**config.mk**
```make
export PLATFORM = sky130hd
export DESIGN_NAME = serial_command_elevator_controller_top
export DESIGN_NICKNAME = d
export VERILOG_FILES = /design/src/rtl/core/sce_pkg.sv /design/src/rtl/core/serial_command_elevator_controller_top.sv /design/src/rtl/core/sce_front.sv /design/src/rtl/core/sce_queue.sv /design/src/rtl/core/sce_back.sv
export SDC_FILE = /design/constraint.sdc
export NUM_CORES = 1
export LEC_CHECK = 0
export BUFFER_PORTS_ARGS = -buffer_cell sky130_fd_sc_hd__buf_2
export CAP_MARGIN = 5
export CORE_MARGIN = 2
export CORE_UTILIZATION = 45
export DETAILED_ROUTE_END_ITERATION = 10
export GPL_TIMING_DRIVEN = 0
export PLACE_DENSITY_LB_ADDON = 0.2
export SYNTH_ARGS = -nofsm -noshare
export SYNTH_HDL_FRONTEND = slang
export SYNTH_SLANG_ARGS = --single-unit
export TNS_END_PERCENT = 10
```
**constraint.sdc**
```tcl
create_clock -name clk -period 2.6 [get_ports clk]
set_input_delay 0.52 -clock clk [delete_from_list [all_inputs] [get_ports clk]]
set_output_delay 0.52 -clock clk [all_outputs]
set_load 0.05 [all_outputs]
```
**src/rtl/core/sce_pkg.sv**
```systemverilog
// Shared types and constants for the serial command elevator controller.
`default_nettype none

package sce_pkg;

  localparam int ROOMS      = 6;
  localparam int LIGHTS_W   = 6;
  localparam int ROOM_IDX_W = (ROOMS > 1) ? $clog2(ROOMS) : 1;
  localparam int QDEPTH     = 2;

  localparam logic [7:0] CH_START  = 8'h40;
  localparam logic [7:0] CH_END    = 8'h23;
  localparam logic [7:0] CH_ROOM0  = 8'h41;
  localparam logic [7:0] CH_FLOOR0 = 8'h30;
  localparam logic [7:0] CH_FLOOR2 = 8'h32;

  typedef enum logic {
    OP_BYTE = 1'b0,
    OP_TICK = 1'b1
  } op_t;

  typedef enum logic [1:0] {
    DIR_STOP = 2'd0,
    DIR_UP   = 2'd1,
    DIR_DOWN = 2'd2
  } dir_t;

  // Decoded command byte; all zero means no command held.
  typedef struct packed {
    logic                  valid;
    logic                  room_hit;
    logic [ROOM_IDX_W-1:0] room_idx;
    logic                  floor_hit;
    logic [1:0]            floor_val;
  } cmd_t;

  typedef struct packed {
    op_t        op;
    logic       is_start;
    logic       is_end;
    cmd_t       cmd;
    logic       overrun;
    logic [2:0] sensors;
  } item_t;

  typedef struct packed {
    logic empty;
    logic full;
  } q_status_t;

  typedef struct packed {
    logic [1:0]          target_floor;
    logic [1:0]          floor_seen;
    dir_t                motor_drive;
    logic [LIGHTS_W-1:0] room_lights;
  } result_t;

endpackage

`default_nettype wire

```
**src/rtl/core/serial_command_elevator_controller_top.sv**
```systemverilog
// Top level of the serial command elevator and room-light controller.
`default_nettype none

// The block takes one input transfer per clock while the queue is not full and returns
// exactly one result transfer for each, in order. A serial byte (tuser low) drives the
// "@x#" frame parser, which toggles a room light or sets the target floor; a tick (tuser
// high) samples the floor photocells and updates the motor direction. An item is
// registered first in the two-entry queue between the classifying front end and the
// executing back end, then in the output register. The back end finishes one item per
// cycle while the output is ready, which sets the sustained rate of one item per clock;
// the input keeps accepting until two items wait in the queue behind a stalled output.

module serial_command_elevator_controller_top
  import sce_pkg::*;
(
  input  wire logic        clk,
  input  wire logic        rst,
  input  wire logic        s_axis_tvalid,
  output logic             s_axis_tready,
  input  wire logic [15:0] s_axis_tdata,  // rx_byte[7:0], overrun[8], floor_sensors[11:9]
  input  wire logic        s_axis_tuser,  // opcode
  output logic             m_axis_tvalid,
  input  wire logic        m_axis_tready,
  output logic [15:0]      m_axis_tdata   // room_lights[5:0], motor_drive[7:6],
                                          // floor_seen[9:8], target_floor[11:10]
);

  logic      push;
  item_t     push_item;
  logic      pop;
  item_t     head;
  q_status_t q_st;

  sce_front u_front (
    .rst           (rst),
    .s_axis_tvalid (s_axis_tvalid),
    .s_axis_tready (s_axis_tready),
    .s_axis_tdata  (s_axis_tdata),
    .s_axis_tuser  (s_axis_tuser),
    .q_st          (q_st),
    .push          (push),
    .push_item     (push_item)
  );

  sce_queue u_queue (
    .clk       (clk),
    .rst       (rst),
    .push      (push),
    .push_item (push_item),
    .pop       (pop),
    .head      (head),
    .q_st      (q_st)
  );

  sce_back u_back (
    .clk           (clk),
    .rst           (rst),
    .head          (head),
    .q_st          (q_st),
    .pop           (pop),
    .m_axis_tvalid (m_axis_tvalid),
    .m_axis_tready (m_axis_tready),
    .m_axis_tdata  (m_axis_tdata)
  );

  a_pop_nonempty: assert property (@(posedge clk) disable iff (rst)
    pop |-> !q_st.empty)
    else $error("Back end took an item from an empty queue.");

  a_ready_when_empty: assert property (@(posedge clk) disable iff (rst)
    q_st.empty |-> s_axis_tready)
    else $error("Input stalled while the queue was empty.");

  a_motor_code: assert property (@(posedge clk) disable iff (rst)
    m_axis_tvalid |-> m_axis_tdata[7:6] != 2'd3)
    else $error("Invalid motor drive code on a result transfer.");

  a_pop_fills_output: assert property (@(posedge clk) disable iff (rst)
    pop |=> m_axis_tvalid)
    else $error("A processed item did not reach the output register.");

endmodule

`default_nettype wire

```
**src/rtl/core/sce_front.sv**
```systemverilog
// Front end: accepts input transfers and classifies each byte before queuing it.
`default_nettype none

module sce_front
  import sce_pkg::*;
(
  input  wire logic        rst,
  input  wire logic        s_axis_tvalid,
  output logic             s_axis_tready,
  input  wire logic [15:0] s_axis_tdata,  // rx_byte[7:0], overrun[8], floor_sensors[11:9]
  input  wire logic        s_axis_tuser,  // opcode
  input  wire q_status_t   q_st,
  output logic             push,
  output item_t            push_item
);

  logic [7:0] rx_byte;
  logic [7:0] room_off;

  assign rx_byte       = s_axis_tdata[7:0];
  assign room_off      = rx_byte - CH_ROOM0;
  assign s_axis_tready = !rst && !q_st.full;
  assign push          = s_axis_tvalid && s_axis_tready;

  always_comb begin
    push_item                = '0;
    push_item.op             = op_t'(s_axis_tuser);
    push_item.overrun        = s_axis_tdata[8];
    push_item.sensors        = s_axis_tdata[11:9];
    push_item.is_start       = (rx_byte == CH_START);
    push_item.is_end         = (rx_byte == CH_END);
    push_item.cmd.valid      = (rx_byte != 8'd0);
    push_item.cmd.room_hit   = (rx_byte >= CH_ROOM0) && (room_off < 8'(ROOMS))
                               && (room_off < 8'(LIGHTS_W));
    push_item.cmd.room_idx   = room_off[ROOM_IDX_W-1:0];
    push_item.cmd.floor_hit  = (rx_byte >= CH_FLOOR0) && (rx_byte <= CH_FLOOR2);
    push_item.cmd.floor_val  = 2'(rx_byte - CH_FLOOR0 + 8'd1);
  end

endmodule

`default_nettype wire

```
**src/rtl/core/sce_queue.sv**
```systemverilog
// Two-entry queue that decouples the front end from the back end.
`default_nettype none

module sce_queue
  import sce_pkg::*;
(
  input  wire logic  clk,
  input  wire logic  rst,
  input  wire logic  push,
  input  wire item_t push_item,
  input  wire logic  pop,
  output item_t      head,
  output q_status_t  q_st
);

  localparam int PTR_W = (QDEPTH > 1) ? $clog2(QDEPTH) : 1;
  localparam int CNT_W = $clog2(QDEPTH + 1);

  item_t             mem [QDEPTH];
  logic [PTR_W-1:0]  wr_ptr;
  logic [PTR_W-1:0]  rd_ptr;
  logic [CNT_W-1:0]  count;

  assign head       = mem[rd_ptr];
  assign q_st.empty = (count == '0);
  assign q_st.full  = (count == CNT_W'(QDEPTH));

  always_ff @(posedge clk) begin
    if (push) begin
      mem[wr_ptr] <= push_item;
    end
  end

  always_ff @(posedge clk) begin
    if (rst) begin
      wr_ptr <= '0;
      rd_ptr <= '0;
      count  <= '0;
    end else begin
      if (push) begin
        wr_ptr <= (wr_ptr == PTR_W'(QDEPTH - 1)) ? '0 : wr_ptr + 1'b1;
      end
      if (pop) begin
        rd_ptr <= (rd_ptr == PTR_W'(QDEPTH - 1)) ? '0 : rd_ptr + 1'b1;
      end
      if (push && !pop) begin
        count <= count + 1'b1;
      end else if (pop && !push) begin
        count <= count - 1'b1;
      end
    end
  end

endmodule

`default_nettype wire

```
**src/rtl/core/sce_back.sv**
```systemverilog
// Back end: frame parser, light and floor commands, motor control and result register.
`default_nettype none

module sce_back
  import sce_pkg::*;
(
  input  wire logic        clk,
  input  wire logic        rst,
  input  wire item_t       head,
  input  wire q_status_t   q_st,
  output logic             pop,
  output logic             m_axis_tvalid,
  input  wire logic        m_axis_tready,
  output logic [15:0]      m_axis_tdata  // room_lights[5:0], motor_drive[7:6],
                                         // floor_seen[9:8], target_floor[11:10]
);

  logic                frame_open, frame_open_next;
  cmd_t                held, held_next;
  logic [1:0]          bytes_in_frame, bytes_in_frame_next;
  logic [LIGHTS_W-1:0] lights, lights_next;
  logic [1:0]          desired, desired_next;
  logic [1:0]          last_floor, last_floor_next;
  logic [1:0]          cur_floor, cur_floor_next;
  dir_t                dir, dir_next;
  logic [1:0]          seen;
  result_t             res;

  assign pop          = !q_st.empty && (!m_axis_tvalid || m_axis_tready);
  assign m_axis_tdata = {{(16 - $bits(result_t)){1'b0}}, res};

  always_comb begin
    frame_open_next     = frame_open;
    held_next           = held;
    bytes_in_frame_next = bytes_in_frame;
    lights_next         = lights;
    desired_next        = desired;
    last_floor_next     = last_floor;
    cur_floor_next      = cur_floor;
    dir_next            = dir;
    seen                = 2'd0;
    if (head.op == OP_BYTE) begin
      if (head.overrun) begin
        held_next           = '0;
        frame_open_next     = 1'b0;
        bytes_in_frame_next = 2'd0;
      end
      if (head.is_start) begin
        frame_open_next     = 1'b1;
        held_next           = '0;
        bytes_in_frame_next = 2'd0;
      end else if (head.is_end) begin
        frame_open_next = 1'b0;
      end else if (frame_open_next) begin
        held_next           = head.cmd;
        bytes_in_frame_next = bytes_in_frame_next + 2'd1;
        if (bytes_in_frame_next > 2'd1) begin
          frame_open_next     = 1'b0;
          held_next           = '0;
          bytes_in_frame_next = 2'd0;
        end
      end
      if (!frame_open_next && held_next.valid) begin
        if (held_next.room_hit) begin
          lights_next = lights ^ (LIGHTS_W'(1) << held_next.room_idx);
        end else if (held_next.floor_hit) begin
          desired_next = held_next.floor_val;
        end
        held_next           = '0;
        bytes_in_frame_next = 2'd0;
      end
    end else begin
      if (last_floor < desired) begin
        dir_next = head.sensors[2] ? DIR_STOP : DIR_UP;
      end
      if (last_floor > desired) begin
        dir_next = head.sensors[0] ? DIR_STOP : DIR_DOWN;
      end
      if (cur_floor == desired) begin
        dir_next = DIR_STOP;
      end
      cur_floor_next = 2'd0;
      if (head.sensors[0]) begin
        cur_floor_next  = 2'd1;
        last_floor_next = 2'd1;
      end else if (head.sensors[1]) begin
        cur_floor_next  = 2'd2;
        last_floor_next = 2'd2;
      end else if (head.sensors[2]) begin
        cur_floor_next  = 2'd3;
        last_floor_next = 2'd3;
      end
      seen = cur_floor_next;
    end
  end

  always_ff @(posedge clk) begin
    if (rst) begin
      frame_open     <= 1'b0;
      held           <= '0;
      bytes_in_frame <= 2'd0;
      lights         <= '0;
      desired        <= 2'd0;
      last_floor     <= 2'd0;
      cur_floor      <= 2'd0;
      dir            <= DIR_STOP;
      m_axis_tvalid  <= 1'b0;
    end else begin
      if (pop) begin
        frame_open     <= frame_open_next;
        held           <= held_next;
        bytes_in_frame <= bytes_in_frame_next;
        lights         <= lights_next;
        desired        <= desired_next;
        last_floor     <= last_floor_next;
        cur_floor      <= cur_floor_next;
        dir            <= dir_next;
        m_axis_tvalid  <= 1'b1;
      end else if (m_axis_tready) begin
        m_axis_tvalid <= 1'b0;
      end
    end
  end

  always_ff @(posedge clk) begin
    if (pop) begin
      res.room_lights  <= lights_next;
      res.motor_drive  <= dir_next;
      res.floor_seen   <= seen;
      res.target_floor <= desired_next;
    end
  end

endmodule

`default_nettype wire
```
==> flow_summary_export.csv <==
group,metric,value,unit
status,status,"finished, violations left",
status,failed_checks,"setup timing",
yosys,ys_seq_elements,71,
yosys,postSynthCellCount,330,
yosys,post-synth-top-area-fraction,33.5,%
yosys,yosysUniqueCellTypes,64,
clock_network,cts.path.max_buffers,2,
clock_network,clk-insertion-delay-late,0.34,ns
cells_and_area,area_delta_synth_final,17.3,%
critical_path,rrSetupSlack,-0.08,ns
job,drv_cap,0,
timing,setup_ws,-0.0761,ns
grt,grt_util_all_layers,17.8,%
critical_path,end_kind,"register",
cells_and_area,drive_above_1_share,26.4,%
clock_network,clkTransAtPathRegs,0.07,ns
timing,worst-slew-pin-transition,1.17,ns
critical_path,reg2regPathDepth,7,
routing,dr.pass1.iters,4,
clock_network,cts_root_buffer,"clkbuf_8",
critical_path,crit_type,"reg -> reg",
cells_and_area,fin_nets,410,
floorplanning,fp.dieH,93.3,um
cells_and_area,multi_input_area,1690,um2
grt,grt_pass1_vias,2564,
placed_design,routabilityCongestion,0.865,
min_path,min_path_type,"in -> reg",
timing,clock.fmax,0.374,GHz
clock_network,clock_sinks,71,
cells_and_area,final_common_cell,"edfxtp_1",
timing,whs,0.366,ns
timing,hold_viol_final,0,
cells_and_area,antenna_cells,0,
critical_path,crit_end,"u_back.m_axis_tdata[3]$_DFFE_PP_",
yosys,synth_edf_count,40,
critical_path,cp-startpoint,"u_queue.mem[0][3]$_DFFE_PP_",
routing,drc,0,
timing,relSlewSlack,21.5,%
critical_path,worst_ep_required_time,2.70,ns
routing,wl,7210,um
pwr,power_leakage,1.62,nW
yosys,synthTopCellsByArea,"edfxtp_1 33%, dfxtp_1 17%, mux2i_1 4.2%, nor2_1 3.0%, mux2_2 2.8%",
cells_and_area,ff_latch_area,1820,um2
yosys,ys.warnings.count,0,
yosys,yosysTopAreaCell,"edfxtp_1",
floorplanning,start_util,46.4,%
critical_path,slowest_delay,0.54,ns
placed_design,pre_cts_ws,-0.301,ns
cells_and_area,nFillCells,711,
clock_network,cts_made_buffers,9,
timing,fin_worst_skew,0.00468,ns
floorplanning,core-area,7730,um2
yosys,synth-seq-area-share,50.8,%
yosys,synth_async_sr_flop_share,0,%
pwr,peakVddDrop,0.000591,V
yosys,syn_area_per_cell,10.9,um2
yosys,synth-main-ff-cell,"edfxtp_1",
clock_network,tritoncts,"done",
floorplanning,die_area,8700,um2
critical_path,cpMaxStageDelayCell,"or4_4",
critical_path,cp_max_fo,6,
clock_network,htree_levels,3,
pwr,powerDensity,862,nW/um2
placed_design,port_buffers,30,
routing,vias,2616,
critical_path,r2r-start,"u_queue.mem[0][3]$_DFFE_PP_",
grt,antenna_found_initial,0,
routing,drt-initial-drc-count,117,
yosys,syn_area,3590,um2
floorplanning,io-pin-count,39,
floorplanning,die_w,93.3,um
floorplanning,fp-row-count,32,
grt,grt_max_degree,19,
critical_path,r2r-end,"u_back.m_axis_tdata[3]$_DFFE_PP_",
placed_design,dp.final_hpwl,5220,um
routing,drtAntennaViolNets,0,
cells_and_area,final_cell_mix,"40 x edfxtp_1, 32 x buf_2, 30 x dfxtp_1",
timing,period_share,103,%
grt,grt_overflow_total,0,
timing,rsz0062_at_grt,"yes",
timing,setup_tns,-0.134,ns
routing,vias_per_cell,5.35,
timing,finalSetupViolCount,2,
clock_network,ctsHoldBuffers,0,
routing,routedWlPerCell,14.7,um
timing,slew_viol_final,0,
critical_path,start_kind,"register",
critical_path,crit_arrival,2.77,ns
grt,grt_pass1_wl,12000,um
timing,period_needed,2.68,ns
critical_path,worstPathCellList,"mux2i_4, nand2_2, ha_4, or4_4, a21boi_4, or3b_4, xnor2_2",
[synthesized netlist by cell type, types with 2 or more instances]
| master | count |
|---|---|
| edfxtp_1 | 40 |
| buf_6 | 2 |
| or4_1 | 2 |
| and2_1 | 2 |
| nor4b_1 | 2 |
| mux2_2 | 9 |
| xnor2_1 | 4 |
| nor2_1 | 29 |
| mux2_4 | 2 |
| or3_1 | 2 |
| a22oi_1 | 6 |
| o21ai_0 | 7 |
| mux2i_4 | 2 |
| nor2b_1 | 6 |
| a21oi_1 | 17 |
| nor3b_1 | 2 |
| dfxtp_1 | 31 |
| a211oi_1 | 4 |
| buf_2 | 2 |
| a31oi_1 | 6 |
| o221a_2 | 2 |
| nand2_1 | 23 |
| o211ai_1 | 2 |
| buf_4 | 4 |
| ha_1 | 7 |
| nand3_1 | 5 |
| mux2i_1 | 15 |
| nand2b_1 | 11 |
| inv_1 | 14 |
| xor2_1 | 9 |
| and3_1 | 5 |
| clkbuf_1 | 6 |
| o31ai_1 | 4 |
| nor4_1 | 8 |
| nor3_1 | 7 |
| or2_2 | 3 |
[cells by family after synthesis]
group | synth area share [%]
AO/OA/AOI/OAI | 12.3
XOR/XNOR | 3.18
adder cells (fa/ha/maj) | 2.44
buffers and inverters | 4.08
flip-flops | 50.8
multiplexers | 9.80
other | 0.105
AND/OR/NAND/NOR | 17.3
[routing by layer]
metal | share of wire (%) | wire length, um | GRT usage (%)
met3 | 3.4 | 242 | 3.95
met4 | 2.1 | 153 | 6.74
met2 | 48 | 3450 | 30.0
met5 | 0 | 0 | 0
met1 | 47 | 3360 | 22.2
[critical path, delay by kind of cell, from the launching register on]
kind | cells | cell delay, ns
AO/OA/AOI/OAI | 1 | 0.20
multiplexers | 1 | 0.27
flip-flops | 1 | 0.47
AND/OR/NAND/NOR | 3 | 1.07
XOR/XNOR | 1 | 0.14
adder cells (fa/ha/maj) | 1 | 0.28
[flip-flops by register name, indices dropped and copies added, names as in the netlist, named ones only]
name	count
u_back.m_axis_tdata	12
u_back.dir	2
u_queue.rd_ptr	1
u_back.bytes_in_frame	2
u_back.frame_open	1
u_back.held	8
u_queue.wr_ptr	1
u_back.m_axis_tvalid	1
u_queue.mem	28
u_back.last_floor	2
u_back.desired	2
u_back.lights	6
u_queue.count	2
u_back.cur_floor	2
[where the power goes]
group | switching, W | internal (W)
Clock | 0.000424 | 0.000474
Combinational | 0.000853 | 0.000426
Sequential | 0.0000738 | 0.00138
Total | 0.00135 | 0.00228
[per-stage QoR]
step | util (%) | total power, W | cell area (um2) | instances
final | 54.5 | 0.00363 | 4210 | 489
after CTS | 53.5 | 0.00364 | 4140 | 486
after floorplan | - | 0.00243 | 3610 | 333
after global placement | 50.3 | 0.00269 | 3880 | 465
after detailed placement | 50.3 | 0.00271 | 3880 | 465
after global routing | 54.5 | 0.00382 | 4210 | 489
[how the worst min path moves through the flow]
stage,from,endpoint,slack (ns),depth (start not counted)
floorplan,u_back.held[6]$_SDFFE_PP0P_,u_back.held[6]$_SDFFE_PP0P_,0.45,2
global placement,u_back.bytes_in_frame[1]$_SDFFE_PP0P_,u_back.bytes_in_frame[1]$_SDFFE_PP0P_,0.47,1
detailed placement,u_back.bytes_in_frame[1]$_SDFFE_PP0P_,u_back.bytes_in_frame[1]$_SDFFE_PP0P_,0.48,1
CTS,s_axis_tuser,u_queue.mem[1][14]$_DFFE_PP_,0.35,1
global route,s_axis_tdata[11],u_queue.mem[1][2]$_DFFE_PP_,0.35,1
finish,s_axis_tuser,u_queue.mem[1][14]$_DFFE_PP_,0.37,1
[timing repair]
item	in CTS	in global routing
setup buffers	5	4
pin swaps	4	7
endpoints found under the hold margin	0	0
resized for setup	2	11
setup endpoints to repair	15	15
[area by class of cell]
| cell class | instances | area share, % |
|---|---|---|
| Sequential cell | 71 | 43.3 |
| Multi-Input combinational cell | 232 | 40.1 |
| Timing Repair Buffer | 39 | 5.11 |
| Clock buffer | 10 | 3.27 |
| Tap cell | 102 | 3.03 |
| Buffer | 14 | 2.11 |
| Clock inverter | 6 | 1.61 |
| Inverter | 15 | 1.43 |
(Power assumes the default switching activity.)
